[config.mk]
export PLATFORM = sky130hd
export DESIGN_NAME = acs_lane
export DESIGN_NICKNAME = d
export VERILOG_FILES = /design/src/rtl/core/acs_pkg.sv /design/src/rtl/core/acs_lane.sv
export SDC_FILE = /design/constraint.sdc
export NUM_CORES = 2
export LEC_CHECK = 0
export BUFFER_PORTS_ARGS = -buffer_cell sky130_fd_sc_hd__buf_4
export CORE_ASPECT_RATIO = 0.6
export CORE_UTILIZATION = 40
export CTS_CLUSTER_SIZE = 30
export DETAILED_ROUTE_END_ITERATION = 12
export PLACE_DENSITY = 0.64
export SLEW_MARGIN = 20
export SYNTH_ARGS = -nofsm -noshare
export SYNTH_HDL_FRONTEND = slang
export SYNTH_SLANG_ARGS = --single-unit
[constraint.sdc]
create_clock -name clk -period 13.8 [get_ports clk]
set_input_delay 1.38 -clock clk [delete_from_list [all_inputs] [get_ports clk]]
set_output_delay 1.38 -clock clk [all_outputs]
set_load 0.005 [all_outputs]
[src/rtl/core/acs_pkg.sv]
// Shared widths, register codes and helper functions for the asinh color stretch core.
// No dependencies; every other file in rtl/core imports this package.
package acs_pkg;

	localparam int FLUX_W      = 32;
	localparam int FLUX_FRAC   = 24;
	localparam int S_W         = FLUX_W + 2;
	localparam int AMP_W       = 32;
	localparam int Q_W         = S_W + AMP_W - FLUX_FRAC;
	localparam int X_HALF      = (Q_W + 1) / 2;
	localparam int SQ_OP_W     = 2 * Q_W + 6;
	localparam int ROOT_W      = SQ_OP_W / 2;
	localparam int SQ_REM_W    = ROOT_W + 3;
	localparam int Y_W         = Q_W + 2;
	localparam int P_W         = 6;
	localparam int M_W         = 31;
	localparam int LOG_FRAC    = 16;
	localparam int LG_INT_W    = 5;
	localparam int LG_W        = LG_INT_W + LOG_FRAC;
	localparam int LOG_LAT     = LOG_FRAC + 2;
	localparam int F_W         = 23;
	localparam int MF_W        = F_W + 10;
	localparam int PROD_W      = MF_W + FLUX_W;
	localparam int NUM_W       = PROD_W - 16;
	localparam int OUT_W       = 8;
	localparam int LANE_LAT    = OUT_W + 2;
	localparam int LHS_W       = F_W + 2 + FLUX_W;
	localparam int DIV3_CHUNK  = 7;
	localparam int DIV3_STAGES = Q_W / DIV3_CHUNK;
	localparam int CFG_IDX_W   = 2;
	localparam int CFG_W       = 32;

	localparam logic [63:0] LN2_Q32 = 64'd2977044472;

	localparam logic [CFG_IDX_W-1:0] REG_AMPLIFICATION = 2'd0;
	localparam logic [CFG_IDX_W-1:0] REG_STRETCH_MODE  = 2'd1;

	localparam logic [AMP_W-1:0] AMP_RESET = 32'h0001_0000;

	typedef struct packed {
		logic [FLUX_W-1:0] c_r;
		logic [FLUX_W-1:0] c_g;
		logic [FLUX_W-1:0] c_b;
		logic [S_W-1:0]    s;
		logic [FLUX_W-1:0] cmax;
	} sideband_t;

	// Long division of a chunk of bits by three, carrying a two-bit remainder.
	// Returns the quotient bits above the new remainder.
	function automatic logic [DIV3_CHUNK+1:0] div3_chunk(input logic [1:0] rem_in,
		input logic [DIV3_CHUNK-1:0] bits);
		logic [2:0] r;
		logic [DIV3_CHUNK-1:0] q;
		r = {1'b0, rem_in};
		q = '0;
		for (int j = DIV3_CHUNK - 1; j >= 0; j--) begin
			r = {r[1:0], bits[j]};
			if (r >= 3'd3) begin
				r = r - 3'd3;
				q[j] = 1'b1;
			end
		end
		return {q, r[1:0]};
	endfunction

endpackage

[src/rtl/core/acs_lane.sv]
// One color lane: scales its channel by the stretch factor or by 1/cmax and
// divides down to a byte with an eight-stage restoring divider. Depends on acs_pkg.
module acs_lane (
	input  logic                      clk,
	input  logic                      en,
	input  logic [acs_pkg::F_W-1:0]    f,
	input  logic [acs_pkg::FLUX_W-1:0] c,
	input  logic [acs_pkg::FLUX_W-1:0] cmax,
	input  logic [acs_pkg::S_W-1:0]    s,
	input  logic                      clamp,
	output logic [acs_pkg::OUT_W-1:0]  q
);
	import acs_pkg::*;

	logic [MF_W-1:0]   m765_c;
	logic [PROD_W-1:0] prod_s1;
	logic [FLUX_W-1:0] c_s1;
	logic [FLUX_W-1:0] cmax_s1;
	logic [S_W-1:0]    s_s1;
	logic              zero_s1;

	logic [NUM_W-1:0]  num_s2;
	logic [S_W-1:0]    den_s2;
	logic              zero_s2;

	logic [NUM_W-1:0]  n_d [OUT_W];
	logic [S_W-1:0]    d_d [OUT_W];
	logic [OUT_W-1:0]  q_d [OUT_W];
	logic              z_d [OUT_W];

	logic [NUM_W-1:0]  n_prev [OUT_W];
	logic [S_W-1:0]    d_prev [OUT_W];
	logic [OUT_W-1:0]  q_prev [OUT_W];
	logic              z_prev [OUT_W];
	logic [NUM_W-1:0]  t_c    [OUT_W];

	assign m765_c = MF_W'(f) * MF_W'(765);

	always_comb begin
		for (int k = 0; k < OUT_W; k++) begin
			if (k == 0) begin
				n_prev[k] = num_s2;
				d_prev[k] = den_s2;
				q_prev[k] = '0;
				z_prev[k] = zero_s2;
			end else begin
				n_prev[k] = n_d[k-1];
				d_prev[k] = d_d[k-1];
				q_prev[k] = q_d[k-1];
				z_prev[k] = z_d[k-1];
			end
			t_c[k] = NUM_W'(d_prev[k]) << (OUT_W - 1 - k);
		end
	end

	always_ff @(posedge clk) begin
		if (en) begin
			prod_s1 <= PROD_W'(m765_c) * PROD_W'(c);
			c_s1    <= c;
			cmax_s1 <= cmax;
			s_s1    <= s;
			zero_s1 <= (s == '0);

			// The quotient is below 256 on both paths, so eight steps suffice.
			if (clamp) begin
				num_s2 <= NUM_W'({c_s1, 8'b0}) - NUM_W'(c_s1);
				den_s2 <= S_W'(cmax_s1);
			end else begin
				num_s2 <= prod_s1[PROD_W-1:16];
				den_s2 <= s_s1;
			end
			zero_s2 <= zero_s1;

			for (int k = 0; k < OUT_W; k++) begin
				d_d[k] <= d_prev[k];
				z_d[k] <= z_prev[k];
				if (n_prev[k] >= t_c[k]) begin
					n_d[k] <= n_prev[k] - t_c[k];
					q_d[k] <= {q_prev[k][OUT_W-2:0], 1'b1};
				end else begin
					n_d[k] <= n_prev[k];
					q_d[k] <= {q_prev[k][OUT_W-2:0], 1'b0};
				end
			end
		end
	end

	assign q = z_d[OUT_W-1] ? '0 : q_d[OUT_W-1];

endmodule

Yosys cells after proc, flatten, opt, wreduce, memory -nomap -nowiden. Memory sizes are Yosys's and may differ from the RTL's. Index checks and enable logic that the tools add are counted.

$add $sub $neg: 9. Multiply operators: 2. Div/mod/pow operators: 0. Order comparisons: 8. Eq/ne operators: 0. Shift operators: 0. Muxes and demuxes: 69. Bitwise logic cells: 16. Reductions and logical operators: 1.

Operators by type and width (number): $mux 49 (9); $mux 8 (9); $mul 33x32->65 (1); $mux 1 (50); $ge 49x34->1 (1); $ge 49x35->1 (1); $ge 49x36->1 (1); $ge 49x37->1 (1); $ge 49x38->1 (1); $ge 49x39->1 (1); $ge 49x40->1 (1); $ge 49x41->1 (1); $sub 49x34->49 (1); $sub 49x35->49 (1); $sub 49x36->49 (1); $sub 49x37->49 (1); $sub 49x38->49 (1); $sub 49x39->49 (1); $sub 49x40->49 (1); $sub 49x41->49 (1); $sub 40x32->41 (1); $logic_not 34->1 (1); $mul 23x10->33 const B (1); $mux 32 (1); $or 1x1->1 (16).

Register bits after elaboration: 248. Latch bits: 0. Memory bits (writable): 736. Bits in read-only memories: 0. Input port bits: 124. Memories: 4.

Memory list: n_d (depth 8, width 49, rd ports 7, clocked after memory_dff 0, write ports 8, RTL line acs_lane.sv:26) `logic [NUM_W-1:0] n_d [OUT_W];`; d_d (depth 8, width 34, rd ports 7, clocked after memory_dff 0, write ports 8, RTL line acs_lane.sv:27) `logic [S_W-1:0] d_d [OUT_W];`; q_d (depth 8, width 8, rd ports 8, clocked after memory_dff 0, write ports 8, RTL line acs_lane.sv:28) `logic [OUT_W-1:0] q_d [OUT_W];`; z_d (depth 8, width 1, rd ports 8, clocked after memory_dff 0, write ports 8, RTL line acs_lane.sv:29) `logic z_d [OUT_W];`.

Logic depth before layout (Yosys ltp). An unclocked memory read counts as a cell.

Depth after elaboration: 6. Depth in mapped cells: 50. Mapped depth without buffers: 48.

Least setup slack after synthesis. No wires, ideal clock.

Path type: input to register. From: in f[6] in the netlist's numbering. To: reg prod_s1[64] (data pin). Arrival time: 12.664 ns. Slack: 0.876 ns. Stages on the path: 44. Path buffers: 2. Cell sequence: inv_1 > fa_1 > fa_1 > inv_1 > fa_1 > fa_1 > inv_1 > fa_1 > inv_1 > ha_1 > a21o_1 > a21o_1 > a21o_1 > a21oi_1 > a211oi_1 > or4_1 > a31o_2 > a21oi_1 > (+8 left out) > fa_1 > inv_1 > fa_1 > fa_1 > fa_1 > ha_1 > clkbuf_1 > a21oi_1 > o21ai_0 > a41o_1 > a21oi_1 > o21a_1 > o2111a_1 > nor2_1 > a221o_1 > o21a_1 > nor2_1 > xnor2_1.

Word-level cells in the longest chain between the ends: 2.

Ends and longest elaborated chain: start, declared (RTL line acs_lane.sv:6) `input logic [acs_pkg::F_W-1:0] f,`; $mul 23x10->33 (RTL line acs_lane.sv:37) `assign m765_c = MF_W'(f) * MF_W'(765);`; $mul 33x32->65 (RTL line acs_lane.sv:58) `prod_s1 <= PROD_W'(m765_c) * PROD_W'(c);`; end signal, assigned (RTL line acs_lane.sv:58); end, declared (RTL line acs_lane.sv:16) `logic [PROD_W-1:0] prod_s1;`.

Every way passes these cells. A chain may end at the register's enable or synchronous reset.

Final worst setup path.
From: in f[9] in the netlist's numbering. To: reg prod_s1[64] (data pin).

The elaborated chain is that of the path after synthesis.

==> flow_results.org <==
** Critical path
- Crit path DAT :: around 14000 ps
- On the critical path, the stage with the largest delay is an instance of sky130_fd_sc_hd__xnor2_2.
- By instance count, the cell type seen most on the critical path is sky130_fd_sc_hd__fa_1.
- STA classifies the critical path endpoint as a flop.
- Delay contributed by the slowest stage of the critical path :: approximately 600 ps
- The worst register-to-register path ends at n_d[6][47].
- Crit path required time :: 14230 ps
- Type of the setup path with the least slack :: in2reg
- CP startpoint kind :: input pin
- For the worst flop-to-flop path, the logic depth is 14.
- Maximum fanout count along the critical path :: 14
- Launching point of the worst reg2reg path :: d_d[5][0]
- Reg-to-reg slack, setup :: around 8600 ps

** STA
- Final setup vio count :: 0
- The final count of pins violating max slew was 0.
- At the pin with the least slew margin, the transition time is between 1000 and 1500 ps.
- Highest achievable clock rate :: ~74 MHz
- Subtracting the final worst setup slack from the clock period gives ~13000 ps.
- Max-slew headroom at the worst pin :: a little over a quarter
- Of the available clock period, the critical path in the final layout requires between 90 and 100%.
- Worst clock skew on the final layout :: between 50 and 60 ps
- The final-report hold violation count is 0.

** Die
- Number of rows in the core area :: 131
- Area of the core region :: between 0.2 and 0.25 mm^2
- The floorplan step set the die height to between 300 and 400 um.
- The floorplan step defined a die boundary enclosing 0.2174 mm^2.
- Initial cell density of the core :: around two fifths
- approximately 130 I/O pins were placed.
- In this run the horizontal extent of the chip is 601.3 um.

** Finish
- Ratio of cells with drive above 1 in the final layout :: roughly 6.6%
- At the end of the flow the core is filled with cells to 44.01%.
- The layout has between 20000 and 25000 filler cells.
- The area growth from synthesis to layout is 8.956%.
- Summing all flip-flop and latch instances after layout gives 0.02572 mm^2.
- Most common cell after layout, fill and taps aside :: sky130_fd_sc_hd__inv_1
- Most frequent cells in the layout :: sky130_fd_sc_hd__inv_1, sky130_fd_sc_hd__fa_1, sky130_fd_sc_hd__nand2_1
- Area of combinational cells with multiple inputs :: 0.05368 mm^2
- Layout net count :: 10460

** Global routing
- Vias in the first global route :: roughly 63000
- Entering global routing, the biggest net connects 130 pins.
- The number of antenna violations at the first check in global routing was 3.
- Overall overflow remaining after global route :: 0
- The first global-routing pass estimated between 300 and 400 mm of wire.
- Overall track demand over capacity in global routing :: between 20% and 30%

** Clocking
- H-tree levels :: 3
- Clock-pin slew was measured on the worst setup and hold paths at roughly 70 ps.
- Library cell used as clock root buffer :: sky130_fd_sc_hd__clkbuf_16
- Maximum clock path buffer count :: 3
- For the worst-skew pair, the clock arrives at the later sink with an insertion delay of 690 ps.
- CTS tree :: done
- Num Clock Sinks :: around 860
- Clock buffer count from CTS :: 78

** Hold path
- The worst hold path begins at q_d[1][17].
- Hold EP :: q_d[1][26]
- The worst hold path belongs to the class reg2reg.
- WHS Path Cells :: 0

** Detailed routing
- First-pass detailed-route iteration total :: 6
- Remaining antenna violation count after routing :: 0
- After detailed routing, the number of vias per cell comes to 5.340.
- DRC violation count after routing :: 0
- After detailed routing, the total wire length is around 240 mm.
- For this block, the initial DRC count from the detailed router was 6253.
- Routed via count :: roughly 62000
- Per-cell routed wire length :: 20.64 um

** Run status
- The run finished with clean final reports.

** Synthesis
- After synthesis, the mean cell area works out to about 10 um^2.
- For this run, the leading register cell type out of synthesis is sky130_fd_sc_hd__edfxtp_1.
- Total of warnings raised by yosys :: 0
- The cell area that synthesis handed to floorplanning was about 0.086 mm^2.
- After synthesis, the share of flip-flops with an asynchronous set or reset is 0%.
- Flip-flop and latch count after synthesis :: ~860
- The share of the Yosys chip area taken by registers is between 20% and 30%.
- Post-synth EDFFs :: 856
- Post-synthesis net count :: 10410
- Synthesis produced a netlist whose cell count is 8576.
- In this run, distinct cell masters in the synthesized netlist total 82.

** Place
- Number of input and output port buffers inserted :: approximately 130
- Global placement routability congestion :: approximately 0.92
- Post-detail-place hpwl :: between 150 and 200 mm

** Run
- The tool flagged a number of max-cap violations equal to 0.
per-stage QoR:
stage          hold slack, ps  instance area, um^2  setup slack, ps  cells  setup TNS [ps]
6_report                392.6                93920            355.9  11540               0
5_1_grt                 405.6                93920           -18.93  11540          -18.93
3_5_place_dp            404.5                91160           -416.0  11400           -3489
3_3_place_gp            400.4                91160           -401.5  11400           -3115
4_1_cts                 393.9                93850            290.0  11540               0
2_1_floorplan           400.3                86200            876.5   8576               0
logic make-up (layout without fill, tap and decap cells):
group                    count (synthesis)  count (layout)  share of synthesized area, %
AO/OA/AOI/OAI                         1334            1334                         9.636
XOR/XNOR                               395             395                         4.013
adder cells (fa/ha/maj)               1713            1713                         34.04
buffers and inverters                 1880            1985                         8.225
flip-flops                             857             857                         29.84
multiplexers                            85              85                         1.097
other                                    0               3                             0
AND/OR/NAND/NOR                       2312            2312                         13.14
flip-flops by register name (all words and copies together) (netlist names), 8 cells and up:
signal / count
prod_s1: 49
q_d: 36
num_s2: 49
d_d: 238
c_s1: 32
z_d: 8
den_s2: 34
cmax_s1: 32
n_d: 343
s_s1: 34
worst max path at each step:
| stage | startpoint | depth (start not counted) | slack, ps | end |
|---|---|---|---|---|
| 6_report | f[9] | 45 | 360 | prod_s1[64] |
| 3_5_place_dp | f[9] | 47 | -420 | prod_s1[64] |
| 2_1_floorplan | f[6] | 44 | 880 | prod_s1[64] |
| 3_3_place_gp | f[6] | 44 | -400 | prod_s1[64] |
| 4_1_cts | f[9] | 47 | 290 | prod_s1[64] |
| 5_1_grt | f[9] | 46 | -20 | prod_s1[64] |
worst max-delay path, delay by kind of cell:
kind / cells / cell delay [ps]
compound gates: 6 / 1350
xor+xnor: 2 / 710
fa+ha+maj: 15 / 6910
buf+inv: 15 / 1950
simple gates: 7 / 1570
synth_stat cells (all sizes together) (20+ instances only):
cell	count	share of area, %
o21a	53	0.46
a211oi	38	0.33
or3	20	0.15
xnor2	216	2.2
mux2	76	0.99
o21ai	334	1.9
a31oi	37	0.27
nand3	83	0.48
a21o	231	2.0
edfxtp	856	30
and3	38	0.28
nand4	86	0.62
buf	21	0.13
o21bai	62	0.54
a21oi	404	2.3
nor4	49	0.36
nand2b	71	0.52
ha	659	9.6
xor2	179	1.8
nor2b	67	0.49
fa	1054	24
and2	488	3.5
nand2	954	4.2
nor2	285	1.2
nor3	86	0.52
clkbuf	320	1.4
inv	1539	6.7
layer usage:
layer / vias up / share of wire (%) / track usage (%)
li1: 28100 / - / -
met1: 30840 / 52 / 36.84
met2: 2479 / 38 / 29.82
met3: 223 / 8.8 / 3.858
met4: 0 / 1.3 / 3.014
met5: - / 0 / 0
area by class of cell:
| class | instances | share of cell area, % |
|---|---|---|
| inverters | 1539 | 6.151 |
| clock inverters | 53 | 0.7447 |
| flip-flops and latches | 857 | 27.39 |
| diodes | 3 | 0.007993 |
| well taps | 2859 | 3.809 |
| repair buffers | 304 | 2.624 |
| multi-input cells | 5839 | 57.15 |
| clock buffers | 89 | 2.122 |
timing repair:
item,in CTS,in global routing
buffers inserted,0,0
hold buffers,0,0
setup endpoints to repair,0,16
gates resized for setup,0,9
Power is left out: the tool's default activity adds up to more than one toggle a clock period on the data nets, which glitch-free logic cannot reach.
